### config.mk
export PLATFORM = sky130hd
export DESIGN_NAME = ggnh_ctrl
export DESIGN_NICKNAME = d
export VERILOG_FILES = /design/src/hdl/ggnh_pkg.sv /design/src/hdl/ggnh_ctrl.sv
export SDC_FILE = /design/constraint.sdc
export NUM_CORES = 1
export LEC_CHECK = 0
export BUFFER_PORTS_ARGS = -buffer_cell sky130_fd_sc_hd__buf_4
export CAP_MARGIN = 40
export CORE_AREA = 2 2 39 41
export CTS_BUF_LIST = sky130_fd_sc_hd__clkbuf_4 sky130_fd_sc_hd__clkbuf_8 sky130_fd_sc_hd__clkbuf_16
export CTS_CLUSTER_SIZE = 16
export DETAILED_ROUTE_END_ITERATION = 6
export DIE_AREA = 0 0 41 43
export PLACE_DENSITY = 0.32
export SETUP_SLACK_MARGIN = 0.3
export SLEW_MARGIN = 30
export SYNTH_ARGS = -nofsm -noshare
export SYNTH_HDL_FRONTEND = slang
export SYNTH_SLANG_ARGS = --single-unit
### constraint.sdc
create_clock -name clk -period 1.7 [get_ports clk]
set_input_delay 0.34 -clock clk [delete_from_list [all_inputs] [get_ports clk]]
set_output_delay 0.34 -clock clk [all_outputs]
set_load 0.005 [all_outputs]
### src/hdl/ggnh_pkg.sv
package ggnh_pkg;

	localparam logic [2:0] FUNC_ADD   = 3'd0;
	localparam logic [2:0] FUNC_DEL   = 3'd1;
	localparam logic [2:0] FUNC_CHECK = 3'd2;
	localparam logic [2:0] FUNC_QUERY = 3'd3;
	localparam logic [2:0] FUNC_CLEAR = 3'd4;

	localparam logic [31:0] LIFETIME_RESET = 32'd600000;

	// controller to datapath
	typedef struct packed {
		logic load;     // capture request fields, start scan
		logic step;     // process current slot
		logic own_step; // compute own distance into compare slot
		logic finish;   // commit and register result
	} ggnh_cmd_t;

	// datapath to controller
	typedef struct packed {
		logic last; // current slot is the last one
	} ggnh_sts_t;

endpackage

### src/hdl/ggnh_ctrl.sv
module ggnh_ctrl
	import ggnh_pkg::*;
(
	input  logic      clk,
	input  logic      arst_n,
	input  logic      start,
	output logic      busy,
	input  ggnh_sts_t sts,
	output ggnh_cmd_t cmd
);

	localparam logic [1:0] ST_IDLE = 2'd0;
	localparam logic [1:0] ST_SCAN = 2'd1;
	localparam logic [1:0] ST_OWN  = 2'd2;
	localparam logic [1:0] ST_DONE = 2'd3;

	logic [1:0] state_q;

	always_ff @(posedge clk or negedge arst_n) begin
		if (!arst_n) begin
			state_q <= ST_IDLE;
		end else begin
			case (state_q)
				ST_IDLE: if (start) state_q <= ST_SCAN;
				ST_SCAN: if (sts.last) state_q <= ST_OWN;
				ST_OWN:  state_q <= ST_DONE;
				ST_DONE: state_q <= ST_IDLE;
				default: state_q <= ST_IDLE;
			endcase
		end
	end

	assign busy         = (state_q != ST_IDLE);
	assign cmd.load     = (state_q == ST_IDLE) && start;
	assign cmd.step     = (state_q == ST_SCAN);
	assign cmd.own_step = (state_q == ST_OWN);
	assign cmd.finish   = (state_q == ST_DONE);

endmodule

==> impl_summary.log <==
INFO  metric type_of_origin_of_the_critical_path = register
INFO  metric slew_headroom = roughly 88%
INFO  metric placeable_core_area = roughly 1400 µm²
INFO  metric post_route_cells_drive_above_1_share = between 70 and 80%
INFO  metric sequential_share_of_the_synthesized_area = between 20% and 30%
INFO  metric cts.sinks = 2
INFO  metric cts_made_buffers = 3
INFO  metric grt_setup_unrepaired = yes
INFO  metric timing.max_cap.violations = 0
INFO  metric worst-setup-path-type = reg -> out
INFO  metric overflow = 0
INFO  metric pwr-share-seq = 14.3%
INFO  metric pwr_density_cell = ~1900 nW/µm²
INFO  metric via_count_of_the_first_global_routing_pass = 164
INFO  metric die_w = between 40 and 50 µm
INFO  metric finalClockSkew = roughly 0.004 ns
INFO  metric largest_net_degree_at_the_start_of_global_routing = 5
INFO  metric switching_share = around a third
INFO  metric nFillCells = ~160
INFO  metric tns = 0 ns
INFO  metric clock_tree.buffer_depth = 2
INFO  metric clkPwrFrac = 15.8%
INFO  metric timing.critical_path.fanout_max = 3
INFO  metric vdd_ir_drop_max = 0.669 mV
INFO  metric cts-root-buf = clkbuf_4
INFO  metric final_nets = 44
INFO  metric drc = 0
INFO  metric total_leakage_power = 0.175 nW
INFO  metric cp.arrival = roughly 1.1 ns
INFO  metric detailroute.via_count = about 170
INFO  metric largest_register_by_flop_count = state_q
INFO  metric synthesis.yosys.warnings = 0
INFO  metric regArea = 50.0 µm²
INFO  metric starting_density_of_the_core = 12.7%
INFO  metric required = 1.36 ns
INFO  metric worstSkewPairLatency = between 0.2 and 0.25 ns
INFO  metric buffer_ports.inserted = 8
INFO  metric clock_tree_from_tritoncts = built
INFO  metric clk_pin_slew_worst_paths = approximately 0.030 ns
INFO  metric final-setup-viol-count = 0
INFO  metric wl_per_cell = around 8.8 µm
INFO  metric total_switching_power = ~0.00024 W
INFO  metric core.rowCount = 14
INFO  metric first_iter_violations = 0
INFO  metric drt-total-wl = 431 µm
INFO  metric synth_area_per_cell = approximately 11 µm²
INFO  metric number_of_distinct_library_cells_after_synthesis = 9
INFO  metric worst_hold_path_type = in -> async
INFO  metric post_synthesis_net_count = 25
INFO  metric synthesized_area = approximately 180 µm²
INFO  metric die_area = 1760 µm²
INFO  metric hold_viol_final = 0
INFO  metric synth.ff_latch_count = 2
INFO  metric final_min_period_over_clock_period = slightly above 80%
INFO  metric power.internal = 0.000432 W
INFO  metric grt_antenna_before_repair = 0
INFO  metric combPwrFrac = about 70%
INFO  metric global_route.usage.total = under 10%
INFO  metric final-max-slew-violation-count = 0
INFO  metric cts_htree_levels = 1
INFO  metric ant_nets = 0
INFO  metric drt-vias-per-instance = around 3.5
INFO  metric hold-worst-slack = roughly 0.43 ns
INFO  metric timing.final.crit_period = 1.40 ns
INFO  metric timing.reg2reg.setup_slack = between 0.3 and 0.4 ns
INFO  metric tightest_slew = between 0.15 and 0.2 ns
INFO  metric flip_flop_count_of_the_largest_register_all_copies_and_words_added = 2
INFO  metric area_growth = 104%
INFO  metric routabilityCongestion = 0.555
INFO  metric reg_top3 = state_q x2
INFO  metric fmaxAchievable = 712 MHz
INFO  metric first_pass_detailed_route_iteration_total = 1
INFO  metric grt_pass1_wl = 634 µm
INFO  metric synthCells = 16
INFO  metric cp-end-kind = output pin
INFO  metric status = completed
INFO  metric die_height = 43 µm
INFO  metric multi_input_area = approximately 140 µm²
INFO  metric diodes = 0
INFO  metric ios = 9
logic make-up (layout without fill, tap and decap cells):
family	after synthesis	count (layout)	share of synthesized area, %
adders and majority gates	5	5	35.7
buffers and inverters	4	21	8.57
muxes	2	2	14.3
DFF	2	2	28.6
and+or+nand+nor	2	2	5.71
AOI/OAI and AO/OA	1	1	7.14
worst max-delay path, cell delays in order (launching register included):
cell and delay, ns:
dfrtp_1 0.39, inv_2 0.11, ha_4 0.14, and2_4 0.13, buf_6 0.08
layout by cell type, fill, tap and decap left out, drive strengths merged:
cell          n
mux2          1
nor2          1
and2          1
mux2i         1
dlygate4sd3   1
ha            5
dfrtp         2
inv           4
buf          13
o22ai         1
clkbuf        3
final timing paths:
kind | from | end | cells past startpoint
min in group clk | start | state_q[0] | 3
worst min-delay path | arst_n | state_q[0] | 2
worst min register to register | state_q[1] | state_q[1] | 2
worst max register to register | state_q[1] | state_q[1] | 5
worst max-delay path | state_q[1] | cmd[3] | 4
max in group asynchronous | arst_n | state_q[1] | 2
power by group through the flow:
stage	Sequential [W]	Clock [W]	Combinational, W
finish	0.0000954	0.000105	0.000467
global route	0.0000976	0.000115	0.000520
CTS	0.0000935	0.000115	0.000407
detailed placement	0.000102	0	0.000305
global placement	0.000104	0	0.000305
floorplan	0.0000943	0	0.000189
synthesized netlist by cell type:
cell type / number / area share, %
o22ai_2: 1 / 7.1
ha_1: 5 / 36
dfrtp_1: 2 / 29
mux2_4: 1 / 8.6
and2_1: 1 / 3.6
inv_1: 3 / 6.4
mux2i_1: 1 / 5.7
nor2_1: 1 / 2.1
inv_2: 1 / 2.1
per-layer routing:
metal	GRT usage, %	wire length [µm]	vias up
li1	-	-	85
met1	5.47	167	79
met2	8.44	232	7
met3	3.14	32	0
met4	6.00	0	0
met5	0	0	-
cell type report:
class,count,share of cell area [%]
inverters,4,4.21
repair buffers,14,31.2
multi-input cells,10,38.6
clock buffers,3,6.32
well taps,16,5.61
flip-flops and latches,2,14.0
metrics by stage:
stage                     power (W)  worst slack, ns  std cells  util [%]  instance area, µm²
after floorplan            0.000283            0.388         16         -                 175
after global placement     0.000409            0.311         40      18.4                 255
after detailed placement   0.000407            0.299         40      18.4                 255
after CTS                  0.000616            0.268         47      23.5                 325
after global routing       0.000732            0.256         49      25.8                 357
final                      0.000668            0.295         49      25.8                 357
what timing repair did:
item                                    CTS  global route
pin swaps                                 0             1
gates resized for setup                   5             4
hold buffers                              1             0
setup buffers                             3             2
endpoints found under the setup margin    5             6
hold endpoints to repair                  2             0
Note: power is estimated with default switching activity, not from simulation.
